File: src/sv/agcp_pkg.sv
// Shared types, character codes, sizes and helpers for the ASCII gain command parser.
// Used by every module of the block; depends on nothing.
`default_nettype none

package agcp_pkg;

  // Frame and number format limits
  localparam int FRAME_BYTES     = 64;
  localparam int MAX_FRAC_DIGITS = 5;

  localparam int IDX_W     = $clog2(FRAME_BYTES);
  localparam int DEN_SCALE = 10 ** MAX_FRAC_DIGITS;
  localparam int FRAC_W    = $clog2(DEN_SCALE);
  localparam int ND_W      = $clog2(MAX_FRAC_DIGITS + 1);
  localparam int INT_W     = 16;
  localparam int VAL_W     = 32;
  localparam int TGT_W     = 4;

  // Fraction conversion: padded fraction * 2^17 + 10^N, divided by 2 * 10^N,
  // done as a shift by N+1 and a division by 5^N through a reciprocal.
  localparam int          NUM_W     = FRAC_W + INT_W + 2;
  localparam int          SHIFT_DEN = MAX_FRAC_DIGITS + 1;
  localparam longint      FIVE_POW  = 5 ** MAX_FRAC_DIGITS;
  localparam int          X_W       = $clog2(FIVE_POW * 65536 + 1);
  localparam int          RECIP_SH  = X_W + $clog2(FIVE_POW);
  localparam int          RECIP_W   = X_W + 1;
  localparam logic [63:0] RECIP     = (64'd1 << RECIP_SH) / FIVE_POW;
  localparam int          Q_W       = INT_W + 1;

  // Queue between parser and converter
  localparam int QDEPTH = 2;
  localparam int QPTR_W = $clog2(QDEPTH);
  localparam int QCNT_W = $clog2(QDEPTH + 1);

  // Character codes
  localparam logic [7:0] CH_EQ    = 8'h3D;
  localparam logic [7:0] CH_BANG  = 8'h21;
  localparam logic [7:0] CH_MINUS = 8'h2D;
  localparam logic [7:0] CH_POINT = 8'h2E;
  localparam logic [7:0] CH_0     = 8'h30;
  localparam logic [7:0] CH_9     = 8'h39;
  localparam logic [7:0] CH_P     = 8'h50;
  localparam logic [7:0] CH_I     = 8'h49;
  localparam logic [7:0] CH_D     = 8'h44;
  localparam logic [7:0] CH_1     = 8'h31;
  localparam logic [7:0] CH_2     = 8'h32;
  localparam logic [7:0] CH_3     = 8'h33;

  // Gain selector codes
  localparam logic [1:0]       SEL_NONE    = 2'd3;
  localparam logic [TGT_W-1:0] TARGET_NONE = 4'd9;

  // One finished frame handed from parser to converter
  typedef struct packed {
    logic [TGT_W-1:0]  target;
    logic              format_ok;
    logic              negative;
    logic [INT_W-1:0]  int_part;
    logic [FRAC_W-1:0] frac_part;
    logic [ND_W-1:0]   frac_digits;
  } entry_t;

  // Fields that ride along the converter pipeline
  typedef struct packed {
    logic [TGT_W-1:0] target;
    logic             format_ok;
    logic             negative;
    logic [INT_W-1:0] int_part;
  } meta_t;

  function automatic logic [1:0] decode_kind(input logic [7:0] ch);
    logic [1:0] k;
    case (ch)
      CH_P:    k = 2'd0;
      CH_I:    k = 2'd1;
      CH_D:    k = 2'd2;
      default: k = SEL_NONE;
    endcase
    return k;
  endfunction

  function automatic logic [1:0] decode_loop(input logic [7:0] ch);
    logic [1:0] l;
    case (ch)
      CH_1:    l = 2'd0;
      CH_2:    l = 2'd1;
      CH_3:    l = 2'd2;
      default: l = SEL_NONE;
    endcase
    return l;
  endfunction

  function automatic logic [TGT_W-1:0] make_target(input logic [1:0] kind,
                                                   input logic [1:0] loop_sel);
    logic [TGT_W-1:0] t;
    if (kind == SEL_NONE || loop_sel == SEL_NONE) begin
      t = TARGET_NONE;
    end else begin
      t = TGT_W'({2'b00, kind} * 4'd3 + {2'b00, loop_sel});
    end
    return t;
  endfunction

  // 10^(MAX_FRAC_DIGITS - nd): pads a fraction to the full digit count
  function automatic logic [FRAC_W-1:0] pad_scale(input logic [ND_W-1:0] nd);
    logic [FRAC_W-1:0] s;
    s = '0;
    if (int'(nd) <= MAX_FRAC_DIGITS) begin
      s = FRAC_W'(1);
      for (int k = 0; k < MAX_FRAC_DIGITS; k++) begin
        if (k >= int'(nd)) begin
          s = FRAC_W'(s * 10);
        end
      end
    end
    return s;
  endfunction

endpackage

`default_nettype wire

File: src/sv/agcp_if.sv
// Handshake channels of the ASCII gain command parser: received bytes in, results out.
// Valid/ready with payload; no dependencies.
`default_nettype none

interface agcp_byte_if;
  logic       valid;
  logic       ready;
  logic [7:0] rx_byte;

  modport source (output valid, output rx_byte, input ready);
  modport sink   (input valid, input rx_byte, output ready);
endinterface

interface agcp_res_if;
  logic               valid;
  logic               ready;
  logic [3:0]         target;
  logic signed [31:0] value;
  logic               format_ok;

  modport source (output valid, output target, output value, output format_ok, input ready);
  modport sink   (input valid, input target, input value, input format_ok, output ready);
endinterface

`default_nettype wire

File: src/sv/agcp_front.sv
// Byte parser of the ASCII gain command parser: tracks frame state, emits one entry per frame.
// Depends on agcp_pkg and agcp_byte_if.
`default_nettype none

module agcp_front (
  input  wire logic             clk_i,
  input  wire logic             rst_ni,
  agcp_byte_if.sink             rx_i,
  output logic                  push_valid_o,
  output agcp_pkg::entry_t      push_o,
  input  wire logic             push_ready_i
);
  import agcp_pkg::*;

  logic [IDX_W-1:0]  idx_q, idx_d;
  logic [1:0]        kind_q, kind_d, loop_q, loop_d;
  logic              seen_eq_q, seen_eq_d;
  logic              start_q, start_d;
  logic              neg_q, neg_d;
  logic              point_q, point_d;
  logic              bad_q, bad_d;
  logic [INT_W-1:0]  int_q, int_d;
  logic [FRAC_W-1:0] frac_q, frac_d;
  logic [ND_W-1:0]   nd_q, nd_d;

  logic              take;
  logic [7:0]        b;
  logic              is_bang, is_eq, is_digit, last_byte, emit;
  logic [3:0]        digit;
  logic [1:0]        kind_eff, loop_eff;
  logic [INT_W+3:0]  int_mac;
  logic [FRAC_W+3:0] frac_mac;

  assign b        = rx_i.rx_byte;
  assign take     = rx_i.valid && rx_i.ready;
  assign is_bang  = (b == CH_BANG);
  assign is_eq    = (b == CH_EQ);
  assign is_digit = (b >= CH_0) && (b <= CH_9);
  assign digit    = 4'(b - CH_0);
  assign int_mac  = (INT_W + 4)'(int_q) * (INT_W + 4)'(10) + (INT_W + 4)'(digit);
  assign frac_mac = (FRAC_W + 4)'(frac_q) * (FRAC_W + 4)'(10) + (FRAC_W + 4)'(digit);

  // Bytes 0 and 1 pick the gain; use them right away when they land
  assign kind_eff  = (idx_q == '0) ? decode_kind(b) : kind_q;
  assign loop_eff  = (idx_q == IDX_W'(1)) ? decode_loop(b) : loop_q;
  assign last_byte = ((IDX_W + 1)'(idx_q) + (IDX_W + 1)'(1)) >= (IDX_W + 1)'(FRAME_BYTES);
  assign emit      = is_bang || last_byte;

  // Hold input while the queue is full
  assign rx_i.ready   = push_ready_i;
  assign push_valid_o = take && emit;

  always_comb begin
    push_o.target      = make_target(kind_eff, loop_eff);
    push_o.format_ok   = is_bang && seen_eq_q && !bad_q;
    push_o.negative    = neg_q;
    push_o.int_part    = int_q;
    push_o.frac_part   = frac_q;
    push_o.frac_digits = nd_q;
  end

  // Next frame state for one byte
  always_comb begin
    idx_d     = idx_q;
    kind_d    = kind_q;
    loop_d    = loop_q;
    seen_eq_d = seen_eq_q;
    start_d   = start_q;
    neg_d     = neg_q;
    point_d   = point_q;
    bad_d     = bad_q;
    int_d     = int_q;
    frac_d    = frac_q;
    nd_d      = nd_q;

    if (emit) begin
      // Start a new frame
      idx_d     = '0;
      kind_d    = SEL_NONE;
      loop_d    = SEL_NONE;
      seen_eq_d = 1'b0;
      start_d   = 1'b0;
      neg_d     = 1'b0;
      point_d   = 1'b0;
      bad_d     = 1'b0;
      int_d     = '0;
      frac_d    = '0;
      nd_d      = '0;
    end else begin
      idx_d  = idx_q + IDX_W'(1);
      kind_d = kind_eff;
      loop_d = loop_eff;
      if (is_eq) begin
        // Restart the value
        seen_eq_d = 1'b1;
        start_d   = 1'b1;
        neg_d     = 1'b0;
        point_d   = 1'b0;
        bad_d     = 1'b0;
        int_d     = '0;
        frac_d    = '0;
        nd_d      = '0;
      end else if (seen_eq_q) begin
        start_d = 1'b0;
        if (b == CH_MINUS && start_q) begin
          neg_d = 1'b1;
        end else if (b == CH_POINT) begin
          if (point_q) begin
            bad_d = 1'b1;
          end else begin
            point_d = 1'b1;
          end
        end else if (is_digit) begin
          if (point_q) begin
            // Drop digits past the kept precision
            if (int'(nd_q) < MAX_FRAC_DIGITS) begin
              frac_d = frac_mac[FRAC_W-1:0];
              nd_d   = nd_q + ND_W'(1);
            end
          end else if (int_mac > (INT_W + 4)'(16'hFFFF)) begin
            int_d = '1;
          end else begin
            int_d = int_mac[INT_W-1:0];
          end
        end else begin
          bad_d = 1'b1;
        end
      end
    end
  end

  // Advance state on each accepted byte
  always_ff @(posedge clk_i or negedge rst_ni) begin
    if (!rst_ni) begin
      idx_q     <= '0;
      kind_q    <= SEL_NONE;
      loop_q    <= SEL_NONE;
      seen_eq_q <= 1'b0;
      start_q   <= 1'b0;
      neg_q     <= 1'b0;
      point_q   <= 1'b0;
      bad_q     <= 1'b0;
      int_q     <= '0;
      frac_q    <= '0;
      nd_q      <= '0;
    end else if (take) begin
      idx_q     <= idx_d;
      kind_q    <= kind_d;
      loop_q    <= loop_d;
      seen_eq_q <= seen_eq_d;
      start_q   <= start_d;
      neg_q     <= neg_d;
      point_q   <= point_d;
      bad_q     <= bad_d;
      int_q     <= int_d;
      frac_q    <= frac_d;
      nd_q      <= nd_d;
    end
  end

`ifndef SYNTHESIS
  a_emit_restarts_frame: assert property (@(posedge clk_i) disable iff (!rst_ni)
    (take && emit) |=> (idx_q == '0 && !seen_eq_q))
    else $error("frame state not cleared after an emitted item");
  a_ok_needs_equals: assert property (@(posedge clk_i) disable iff (!rst_ni)
    (push_valid_o && push_o.format_ok) |-> (seen_eq_q && is_bang))
    else $error("good item pushed without equals sign or terminator");
`endif

endmodule

`default_nettype wire

File: src/sv/agcp_queue.sv
// Short queue between parser and converter so each side can stall on its own.
// Depends on agcp_pkg.
`default_nettype none

module agcp_queue (
  input  wire logic              clk_i,
  input  wire logic              rst_ni,
  input  wire logic              push_valid_i,
  input  agcp_pkg::entry_t       push_i,
  output logic                   push_ready_o,
  output logic                   pop_valid_o,
  output agcp_pkg::entry_t       pop_o,
  input  wire logic              pop_ready_i
);
  import agcp_pkg::*;

  entry_t            mem_q [QDEPTH];
  logic [QPTR_W-1:0] wr_ptr_q, rd_ptr_q;
  logic [QCNT_W-1:0] cnt_q;
  logic              push, pop;

  assign push_ready_o = (cnt_q != QCNT_W'(QDEPTH));
  assign pop_valid_o  = (cnt_q != '0);
  assign pop_o        = mem_q[rd_ptr_q];
  assign push         = push_valid_i && push_ready_o;
  assign pop          = pop_valid_o && pop_ready_i;

  // Store entries
  always_ff @(posedge clk_i) begin
    if (push) begin
      mem_q[wr_ptr_q] <= push_i;
    end
  end

  // Move pointers and fill count
  always_ff @(posedge clk_i or negedge rst_ni) begin
    if (!rst_ni) begin
      wr_ptr_q <= '0;
      rd_ptr_q <= '0;
      cnt_q    <= '0;
    end else begin
      if (push) begin
        wr_ptr_q <= (int'(wr_ptr_q) == QDEPTH - 1) ? '0 : wr_ptr_q + QPTR_W'(1);
      end
      if (pop) begin
        rd_ptr_q <= (int'(rd_ptr_q) == QDEPTH - 1) ? '0 : rd_ptr_q + QPTR_W'(1);
      end
      if (push && !pop) begin
        cnt_q <= cnt_q + QCNT_W'(1);
      end else if (pop && !push) begin
        cnt_q <= cnt_q - QCNT_W'(1);
      end
    end
  end

`ifndef SYNTHESIS
  a_cnt_bound: assert property (@(posedge clk_i) disable iff (!rst_ni)
    cnt_q <= QCNT_W'(QDEPTH))
    else $error("queue count beyond depth");
  a_cnt_track: assert property (@(posedge clk_i) disable iff (!rst_ni)
    (push && !pop) |=> (cnt_q == $past(cnt_q) + QCNT_W'(1)))
    else $error("queue count missed a push");
`endif

endmodule

`default_nettype wire

File: src/sv/agcp_back.sv
// Converter of the ASCII gain command parser: turns parsed digits into signed Q16.16.
// Four-stage pipeline ending in the output register; depends on agcp_pkg and agcp_res_if.
`default_nettype none

module agcp_back (
  input  wire logic              clk_i,
  input  wire logic              rst_ni,
  input  wire logic              pop_valid_i,
  input  agcp_pkg::entry_t       pop_i,
  output logic                   pop_ready_o,
  agcp_res_if.source             res_o
);
  import agcp_pkg::*;

  localparam logic [RECIP_W-1:0] RECIP_K = RECIP[RECIP_W-1:0];
  localparam logic [X_W-1:0]     FIVE_X  = X_W'(FIVE_POW);

  logic adv;

  // Stage 1: scaled numerator
  logic              s1_v_q;
  meta_t             s1_meta_q;
  logic [X_W-1:0]    s1_x_q;
  logic [2*FRAC_W-1:0] pad_prod;
  logic [NUM_W-1:0]  num;

  // Stage 2: quotient estimate
  logic                  s2_v_q;
  meta_t                 s2_meta_q;
  logic [X_W-1:0]        s2_x_q;
  logic [Q_W-1:0]        s2_q_q;
  logic [X_W+RECIP_W-1:0] recip_prod;

  // Stage 3: corrected fraction
  logic              s3_v_q;
  meta_t             s3_meta_q;
  logic [Q_W-1:0]    s3_frac_q;
  logic [X_W+Q_W-1:0] back_prod;
  logic [X_W-1:0]    rem;

  // Output stage: magnitude, saturation, sign
  logic               out_v_q;
  logic [TGT_W-1:0]   out_tgt_q;
  logic [VAL_W-1:0]   out_val_q;
  logic               out_ok_q;
  logic [VAL_W:0]     mag;
  logic [VAL_W:0]     mag_sat;
  logic [VAL_W-1:0]   val_d;

  // Move the whole pipeline unless the output is held
  assign adv         = !out_v_q || res_o.ready;
  assign pop_ready_o = adv;

  assign pad_prod   = (2 * FRAC_W)'(pop_i.frac_part) *
                      (2 * FRAC_W)'(pad_scale(pop_i.frac_digits));
  assign num        = NUM_W'({pad_prod[FRAC_W-1:0], {(INT_W + 1){1'b0}}}) +
                      NUM_W'(DEN_SCALE);
  assign recip_prod = (X_W + RECIP_W)'(s1_x_q) * (X_W + RECIP_W)'(RECIP_K);
  assign back_prod  = (X_W + Q_W)'(s2_q_q) * (X_W + Q_W)'(FIVE_X);
  assign rem        = s2_x_q - back_prod[X_W-1:0];

  always_comb begin
    mag = {1'b0, s3_meta_q.int_part, {INT_W{1'b0}}} + (VAL_W + 1)'(s3_frac_q);
    if (s3_meta_q.negative) begin
      mag_sat = (mag > (VAL_W + 1)'(33'h080000000)) ? (VAL_W + 1)'(33'h080000000) : mag;
      val_d   = VAL_W'(0) - mag_sat[VAL_W-1:0];
    end else begin
      mag_sat = (mag > (VAL_W + 1)'(33'h07FFFFFFF)) ? (VAL_W + 1)'(33'h07FFFFFFF) : mag;
      val_d   = mag_sat[VAL_W-1:0];
    end
    if (!s3_meta_q.format_ok) begin
      val_d = '0;
    end
  end

  // Pipeline valids
  always_ff @(posedge clk_i or negedge rst_ni) begin
    if (!rst_ni) begin
      s1_v_q  <= 1'b0;
      s2_v_q  <= 1'b0;
      s3_v_q  <= 1'b0;
      out_v_q <= 1'b0;
    end else if (adv) begin
      s1_v_q  <= pop_valid_i;
      s2_v_q  <= s1_v_q;
      s3_v_q  <= s2_v_q;
      out_v_q <= s3_v_q;
    end
  end

  // Pipeline payload
  always_ff @(posedge clk_i) begin
    if (adv) begin
      s1_meta_q.target    <= pop_i.target;
      s1_meta_q.format_ok <= pop_i.format_ok;
      s1_meta_q.negative  <= pop_i.negative;
      s1_meta_q.int_part  <= pop_i.int_part;
      s1_x_q              <= X_W'(num >> SHIFT_DEN);

      s2_meta_q <= s1_meta_q;
      s2_x_q    <= s1_x_q;
      s2_q_q    <= Q_W'(recip_prod >> RECIP_SH);

      // Estimate may be one short: fix it with the remainder
      s3_meta_q <= s2_meta_q;
      s3_frac_q <= (rem >= FIVE_X) ? s2_q_q + Q_W'(1) : s2_q_q;

      out_tgt_q <= s3_meta_q.target;
      out_ok_q  <= s3_meta_q.format_ok;
      out_val_q <= val_d;
    end
  end

  assign res_o.valid     = out_v_q;
  assign res_o.target    = out_tgt_q;
  assign res_o.value     = out_val_q;
  assign res_o.format_ok = out_ok_q;

`ifndef SYNTHESIS
  a_bad_is_zero: assert property (@(posedge clk_i) disable iff (!rst_ni)
    (out_v_q && !out_ok_q) |-> (out_val_q == '0))
    else $error("failed frame carries a nonzero value");
  a_target_range: assert property (@(posedge clk_i) disable iff (!rst_ni)
    out_v_q |-> (out_tgt_q <= TARGET_NONE))
    else $error("target code out of range");
  a_frac_range: assert property (@(posedge clk_i) disable iff (!rst_ni)
    s3_v_q |-> (s3_frac_q <= Q_W'(17'h10000)))
    else $error("fraction conversion beyond one");
`endif

endmodule

`default_nettype wire

File: src/sv/ascii_gain_command_parser.sv
// Top level of the ASCII gain command parser: parser, queue and fixed-point converter.
// Depends on agcp_pkg, agcp_if, agcp_front, agcp_queue and agcp_back.
`default_nettype none

// Feeds on received command bytes such as "P2=-1.25!", one byte per cycle with no gaps
// needed between bytes. Each '!' (or a frame that runs to FRAME_BYTES bytes) gives one
// result: the gain target 0..8 (9 for none), the value as signed Q16.16 and a format flag;
// a bad frame gives value 0 and the flag clear. Once the terminating byte is accepted, the
// result passes through the queue and the four-stage conversion pipeline (padding multiply,
// reciprocal multiply, remainder correction, saturate and sign). A two-entry queue sits
// between the parser and the converter, so a stalled result stalls input only once it fills.
module ascii_gain_command_parser (
  input  wire logic   clk_i,
  input  wire logic   rst_ni,
  agcp_byte_if.sink   rx_i,
  agcp_res_if.source  res_o
);
  import agcp_pkg::*;

  logic   push_valid, push_ready;
  entry_t push_entry;
  logic   pop_valid, pop_ready;
  entry_t pop_entry;

  agcp_front u_front (
    .clk_i        (clk_i),
    .rst_ni       (rst_ni),
    .rx_i         (rx_i),
    .push_valid_o (push_valid),
    .push_o       (push_entry),
    .push_ready_i (push_ready)
  );

  agcp_queue u_queue (
    .clk_i        (clk_i),
    .rst_ni       (rst_ni),
    .push_valid_i (push_valid),
    .push_i       (push_entry),
    .push_ready_o (push_ready),
    .pop_valid_o  (pop_valid),
    .pop_o        (pop_entry),
    .pop_ready_i  (pop_ready)
  );

  agcp_back u_back (
    .clk_i       (clk_i),
    .rst_ni      (rst_ni),
    .pop_valid_i (pop_valid),
    .pop_i       (pop_entry),
    .pop_ready_o (pop_ready),
    .res_o       (res_o)
  );

endmodule

`default_nettype wire

File: src/flat_wrapper.sv
// flat-port wrapper written by rule: the top's interface ports become plain ports
module ascii_gain_command_parser_flat import agcp_pkg::*;
  (clk_i, rst_ni, rx_i_valid, rx_i_rx_byte, rx_i_ready, res_o_valid, res_o_target, res_o_value, res_o_format_ok, res_o_ready);
  agcp_byte_if rx_i_i ();
  agcp_res_if res_o_i ();
  input  wire logic clk_i;
  input  wire logic rst_ni;
  input wire logic [$bits(rx_i_i.valid)-1:0] rx_i_valid;
  input wire logic [$bits(rx_i_i.rx_byte)-1:0] rx_i_rx_byte;
  output wire logic [$bits(rx_i_i.ready)-1:0] rx_i_ready;
  output wire logic [$bits(res_o_i.valid)-1:0] res_o_valid;
  output wire logic [$bits(res_o_i.target)-1:0] res_o_target;
  output wire logic [$bits(res_o_i.value)-1:0] res_o_value;
  output wire logic [$bits(res_o_i.format_ok)-1:0] res_o_format_ok;
  input wire logic [$bits(res_o_i.ready)-1:0] res_o_ready;
  assign rx_i_i.valid = rx_i_valid;
  assign rx_i_i.rx_byte = rx_i_rx_byte;
  assign rx_i_ready = rx_i_i.ready;
  assign res_o_valid = res_o_i.valid;
  assign res_o_target = res_o_i.target;
  assign res_o_value = res_o_i.value;
  assign res_o_format_ok = res_o_i.format_ok;
  assign res_o_i.ready = res_o_ready;
  ascii_gain_command_parser u_core (.clk_i(clk_i), .rst_ni(rst_ni), .rx_i(rx_i_i), .res_o(res_o_i));
endmodule
File: config.mk
export PLATFORM = sky130hd
export DESIGN_NAME = ascii_gain_command_parser_flat
export DESIGN_NICKNAME = d
export VERILOG_FILES = /design/src/sv/agcp_pkg.sv /design/src/sv/agcp_if.sv /design/src/sv/agcp_front.sv /design/src/sv/agcp_queue.sv /design/src/sv/agcp_back.sv /design/src/sv/ascii_gain_command_parser.sv /design/src/flat_wrapper.sv
export SDC_FILE = /design/constraint.sdc
export NUM_CORES = 2
export LEC_CHECK = 0
export BUFFER_PORTS_ARGS = -buffer_cell sky130_fd_sc_hd__buf_4
export CAP_MARGIN = 20
export CORE_MARGIN = 3
export CORE_UTILIZATION = 50
export DETAILED_ROUTE_END_ITERATION = 8
export MAX_ROUTING_LAYER = met4
export PLACE_DENSITY = 0.69
export SLEW_MARGIN = 10
export SYNTH_ARGS = -nofsm -noshare
export SYNTH_HDL_FRONTEND = slang
export SYNTH_SLANG_ARGS = --single-unit
File: constraint.sdc
create_clock -name clk_i -period 9.8 [get_ports clk_i]
set_input_delay 0.98 -clock clk_i [delete_from_list [all_inputs] [get_ports clk_i]]
set_output_delay 0.98 -clock clk_i [all_outputs]
set_load 0.01 [all_outputs]
; ---- Word-level counts from Yosys, hierarchy flattened
; Memories as Yosys holds them, arrays and structs flattened.
; Index checks and enable logic that the tools add are counted.
[totals]
register_bits = 252
ramBits = 84
inputBits = 12
output_inout_bits = 39
elab_cells = 204
memories = 1
[mem_list]
columns = memory, depth, width, read_ports, rd_clocked_by_memory_dff, wr, line
row1 = u_core.u_queue.mem_q, 2, 42, 1, 0, 1, agcp_queue.sv:17  ; entry_t mem_q [QDEPTH];
[op_classes]
n_addsub = 16
mul = 10
magnitude_cmp = 14
eq_ne = 19
n_mux = 73
n_reduce_logical = 34
[op_table]
columns = op, count
row1 = two-way mux 17 bit, 18
row2 = two-way mux 16 bit, 8
row3 = two-way mux 32 bit, 3
row4 = multiplier 17 x 3 -> 16 bit (second input constant), 5
row5 = equality test 8 x 6 -> 1 bit (second input constant), 7
row6 = multiplier 28 x 26 -> 54 bit (second input constant), 1
row7 = adder 34 x 17 -> 34 bit (second input constant), 1
row8 = adder 32 x 17 -> 33 bit, 1
row9 = greater-than comparator 33 x 31 -> 1 bit (second input constant), 1
row10 = greater-than comparator 33 x 32 -> 1 bit (second input constant), 1
row11 = subtractor 1 x 32 -> 32 bit (first input constant), 1
row12 = >= comparator 28 x 12 -> 1 bit (second input constant), 1
row13 = multiplier 17 x 12 -> 28 bit (second input constant), 1
row14 = subtractor 28 bit, 1
row15 = two-way mux 1 bit, 25
row16 = equality test 8 x 7 -> 1 bit (second input constant), 3
row17 = two-way mux 3 bit, 8
row18 = adder 20 x 4 -> 20 bit, 1
row19 = greater-than comparator 20 x 16 -> 1 bit (second input constant), 1
row20 = multiplier 16 x 3 -> 19 bit (second input constant), 1
row21 = nonzero test 3 bit, 6
row22 = adder 17 x 1 -> 17 bit (second input constant), 1
row23 = adder 17 x 4 -> 17 bit, 1
row24 = multiplier 17 x 17 -> 17 bit, 1
row25 = 39 further kinds, 68

; ---- Depth between registers and ports, before layout
; An unclocked memory read counts as a cell.
[depth]
depth_word = 18
depth_mapped = 47
depth_no_buf = 45

; ---- Hierarchy
; From an unflattened synthesis, not the netlist that was laid out.
[unflattened]
hier_cells = 3236
hier_area_um2 = 33955.1
[modules_own_cells]
columns = module, n_inst, cells_each, area_per_inst_um2, seq_area_each_um2
row1 = agcp_back, 1, 2500, 25505.7, 5235.0
row2 = agcp_front, 1, 587, 5022.3, 1281.2
row3 = agcp_queue, 1, 149, 3427.0, 2622.5

; ---- Least setup slack after synthesis
; No wires, ideal clock.
[synth_timing]
kind = register to register
startpoint = reg u_core.u_queue.rd_ptr_q
endpoint = reg u_core.u_back.s1_x_q[27] (data pin)
setup_time_ns = 0.268
arrival_ns = 9.426
t_required_ns = 9.532
path_slack_ns = 0.107
stages_incl_launch_ff = 45
path_buffers = 2
period_less_slack_ns = 9.693
path_cell_list = dfrtp_1 > buf_6 > mux2i_4 > nand2_2 > inv_2 > ha_1 > clkbuf_1 > mux2_2 > ha_1 > inv_1 > fa_1 > nor2b_1 > o21a_1 > o21ai_0 > nand2_1 > o21ai_0 > or3_1 > ha_1 > [... 9 more ...] > ha_1 > ha_1 > inv_1 > fa_1 > inv_1 > fa_1 > inv_1 > fa_1 > fa_1 > xnor2_1 > xnor2_1 > xnor2_1 > xnor2_1 > xnor2_1 > xnor2_1 > xnor2_1 > xnor3_1 > xnor3_1
[synth_between]
elab_chain_len = 18
word_cells_on_any_way = 23
cone_classes = add/sub (1) / mul (5) / order compare (6) / mux (10) / memory (1)
[synth_rtl]
columns = item, line
row1 = from (decl), agcp_queue.sv:18  ; logic [QPTR_W-1:0] wr_ptr_q, rd_ptr_q;
row2 = from (signal assigned), agcp_queue.sv:46  ; rd_ptr_q <= (int'(rd_ptr_q) == QDEPTH - 1) ? '0 : rd_ptr_q + QPTR_W'(1);
row3 = memory (2 x 42 bit) (*), --
row4 = >= comparator 1 x 3 -> 1 bit, agcp_pkg.sv:111  ; if (k >= int'(nd)) begin
row5 = two-way mux 4 bit, agcp_pkg.sv:111
row6 = two-way mux 17 bit, agcp_pkg.sv:108  ; if (int'(nd) <= MAX_FRAC_DIGITS) begin
row7 = multiplier 17 x 3 -> 16 bit, agcp_pkg.sv:112  ; s = FRAC_W'(s * 10);
row8 = two-way mux 17 bit, agcp_pkg.sv:111
row9 = two-way mux 17 bit, agcp_pkg.sv:108
row10 = multiplier 17 x 3 -> 16 bit, agcp_pkg.sv:112
row11 = [... 3 more ...], --
row12 = two-way mux 17 bit, agcp_pkg.sv:111
row13 = two-way mux 17 bit, agcp_pkg.sv:108
row14 = multiplier 17 x 3 -> 16 bit, agcp_pkg.sv:112
row15 = two-way mux 17 bit, agcp_pkg.sv:111
row16 = two-way mux 17 bit, agcp_pkg.sv:108
row17 = multiplier 17 x 17 -> 17 bit (*), agcp_back.sv:54  ; assign pad_prod = (2 * FRAC_W)'(pop_i.frac_part) *
row18 = adder 34 x 17 -> 34 bit (*), agcp_back.sv:56  ; assign num = NUM_W'({pad_prod[FRAC_W-1:0], {(INT_W + 1){1'b0}}}) +
row19 = named net u_core.u_back.num[33], agcp_back.sv:25  ; logic [NUM_W-1:0] num;
row20 = to (signal assigned), agcp_back.sv:98  ; s1_x_q <= X_W'(num >> SHIFT_DEN);
row21 = to (decl), agcp_back.sv:23  ; logic [X_W-1:0] s1_x_q;
; Mark *: on every way through the listed nets, which the timed path passes. The rest lies on a longest branch. The select of a mux whose other input is x is not followed.
; A chain may end at the register's enable or synchronous reset.

; ---- Final worst setup path
; Ends and elaborated chain as after synthesis.

==> results.json <==
{
  "num_io_pins": 51,
  "netlist.area_leader.share_pct": 22.9,
  "max_freq_mhz": 108,
  "path_class": "reg2reg",
  "antenna_cells": 0,
  "cp-start-kind": "flop",
  "relSlewSlack_pct": 34.7,
  "setup_viol": 0,
  "seq_area_sq_um": 9140,
  "worst_pin_slew_ns": 0.979,
  "rsz0062_at_grt": "no",
  "ctsRootBufferMaster": "clkbuf_16",
  "rows": 94,
  "post-route-min-period_ns": 9.29,
  "cts_tree": "done",
  "setup_slack_ns": 0.513,
  "gp_congestion": 0.936,
  "cp.required_ns": 10.08,
  "yosysWarnings": 0,
  "slowest_stage": "fa_1",
  "avgSynthCellArea_sq_um": 10.5,
  "ys_top_cells_by_area": "edfxtp_1 23%, fa_1 21%, ha_1 19%",
  "fillers": 5801,
  "seq_area_frac_synth_pct": 27.4,
  "end_kind": "flop",
  "async_reset_ff_share_pct": 18.8,
  "grt_pass1_vias": 23238,
  "grt_pass1_wl_microns": 117000,
  "min_path_type": "reg2reg",
  "synth_flop_cell": "edfxtp_1",
  "die_y_microns": 264,
  "cts_buffers": 34,
  "dr.pass1.iters": 5,
  "layout.cells.non_filler": 4154,
  "yosysMostFrequentCell": "inv_1",
  "critPathMaxFanout": 6,
  "hpwl_microns": 55200,
  "dp.cells": 4086,
  "io_buffers": 50,
  "finalCritPeriodShare_pct": 94.8,
  "synth_area_sq_um": 33400,
  "vias": 22359,
  "start_util_pct": 50.6,
  "core_area_sq_um": 66000,
  "area_growth_syn_to_layout_pct": 8.36,
  "yosysTopAreaCell": "edfxtp_1",
  "antenna_found_initial": 0,
  "grtUsageTotal_pct": 21.2,
  "pre_cts_slack_ns": -0.104,
  "maxSlewViolCount": 0,
  "placed_area_sq_um": 34900,
  "nNetsFinal": 4120,
  "viasPerCell": 5.38,
  "synth_seq_cells": 314,
  "clkTransAtPathRegs_ns": 0.06,
  "synthCells": 3195,
  "wl_per_cell_microns": 16.8,
  "status": "completed",
  "overflow": 0,
  "die-area_sq_um": 69900,
  "route.detailed.drc": 0,
  "synth_edf_count": 255,
  "grt_max_degree": 91,
  "clk_latency_ns": 0.54,
  "crit_arrival_ns": 9.57,
  "final_area_sq_um": 36200,
  "multi_input_area_sq_um": 21900,
  "initialDrtViolationCount": 1299,
  "drive_above_1_share_pct": 7.90,
  "clockBufferDepth": 3,
  "synth_common_cells": "579 x inv_1, 498 x ha_1, 346 x fa_1",
  "hold_violations": 0,
  "ys_types": 101,
  "syn_nets": 4051,
  "cts_sinks": 314,
  "utilization_pct": 54.8,
  "slowest_delay_ns": 0.55,
  "ant_nets": 0,
  "maxCapViolCount": 0,
  "hold_buffers": 0,
  "die_x_microns": 264,
  "skew_ns": 0.0176,
  "timing.critical_path.mode_cell": "xnor2_1",
  "wl_microns": 69900,
  "h-tree-depth": 2
}
## routing by layer
layer  wire length (microns)  vias to the layer above  track usage (%)
met5                       0                        -                -
met4                    1810                        0             5.39
met3                    2550                      112             2.21
met2                   34100                      429             35.9
met1                   31400                    10890             27.6
li1                        -                    10928                -
## cell usage in the layout (no fill, tap or decap), types with 7 or more instances in the layout
cell type  instances
a31oi_1           15
nand4_1           21
nor3b_1           11
and3_1            28
inv_1            578
or2_2              7
fa_1             344
buf_4             91
a211oi_1          17
nand3_1           48
and4_1             8
o21bai_1          11
xnor2_1          116
nor3_1            35
xor2_1            45
o21ai_1            8
clkbuf_1           9
a21o_1            49
nor2_1           160
clkbuf_16         34
nand2b_1           9
nand2_1          247
o21ai_0           94
nor2b_1           16
mux2_2            42
dfrtp_1           54
a21oi_1          143
o211ai_1          13
and2_1            26
mux2i_1           18
o21a_1            24
o22ai_1            7
or3_1              9
ha_1             496
o31ai_1           23
nor4_1             9
edfxtp_1         255
## metrics by stage
stage	TNS (ns)	hold WS [ns]
2_1_floorplan	0	0.400
3_3_place_gp	0	0.400
3_5_place_dp	-0.104	0.405
4_1_cts	0	0.415
5_1_grt	0	0.419
6_report	0	0.415
## worst max-delay path: cells and delay by family, from the launching register on
family	cells	cell delay [ns]
adders and majority gates	11	3.66
DFF	1	0.47
xor gates and xnor gates	10	1.71
AOI/OAI and AO/OA	8	1.18
buffers and inverters	7	0.47
muxes	2	0.68
and+or+nand+nor	6	0.83
## state kept, by name, indices dropped and copies added, names as in the netlist, 2 cells and up
register and cells:
u_core.u_queue.mem_q 84, u_core.u_back.res_o.value 32, u_core.u_back.s1_meta_q 22, u_core.u_back.s2_meta_q 22, u_core.u_back.s3_meta_q 22, u_core.u_back.s1_x_q 17, u_core.u_back.s2_q_q 17, u_core.u_back.s2_x_q 17
u_core.u_back.s3_frac_q 17, u_core.u_front.frac_q 17, u_core.u_front.int_q 16, u_core.u_front.idx_q 6, u_core.u_back.res_o.target 4, u_core.u_front.nd_q 3, u_core.u_front.kind_q 2, u_core.u_front.loop_q 2
u_core.u_queue.cnt_q 2
## path summary, 6_finish.rpt
check                                                       from                                      end  slack [ns]  cells after the start
setup / recovery             u_core.u_queue.rd_ptr_q$_DFFE_PN0P_       u_core.u_back.s1_x_q[27]$_DFFE_PN_        0.51                     44
hold / removal             u_core.u_back.s3_meta_q[19]$_DFFE_PN_  u_core.u_back.res_o.target[1]$_DFFE_PN_        0.42                      0
setup reg to reg             u_core.u_queue.rd_ptr_q$_DFFE_PN0P_       u_core.u_back.s1_x_q[27]$_DFFE_PN_        0.51                     44
hold reg to reg            u_core.u_back.s3_meta_q[19]$_DFFE_PN_  u_core.u_back.res_o.target[1]$_DFFE_PN_        0.42                      0
max in group asynchronous                                 rst_ni      u_core.u_queue.rd_ptr_q$_DFFE_PN0P_        8.71                      1
min in group asynchronous                                 rst_ni     u_core.u_front.int_q[15]$_DFFE_PN0P_        0.52                      1
## area by class of cell
type / count / share of cell area (%)
clock buffers: 46 / 2.56
clock inverters: 16 / 0.595
inverters: 582 / 6.06
multi-input cells: 2239 / 60.6
flip-flops and latches: 314 / 25.3
well taps: 864 / 2.99
repair buffers: 93 / 1.97
## repair_timing
action                     4_1_cts  5_1_grt
gates resized for setup          6       14
pin swaps                        0       14
setup buffers                    1        4
setup endpoints to repair        1        1
## logic make-up after synthesis
kind of cell	after synthesis	share of synthesized area, %
compound gates	488	9.48
xor+xnor	166	4.46
fa+ha+maj	844	39.4
buf+inv	642	7.34
flops	314	27.4
mux	65	2.23
other cells	1	0.0112
simple gates	675	9.72
Power is left out: the tool's default activity adds up to more than one toggle a clock period on the data nets, which glitch-free logic cannot reach.
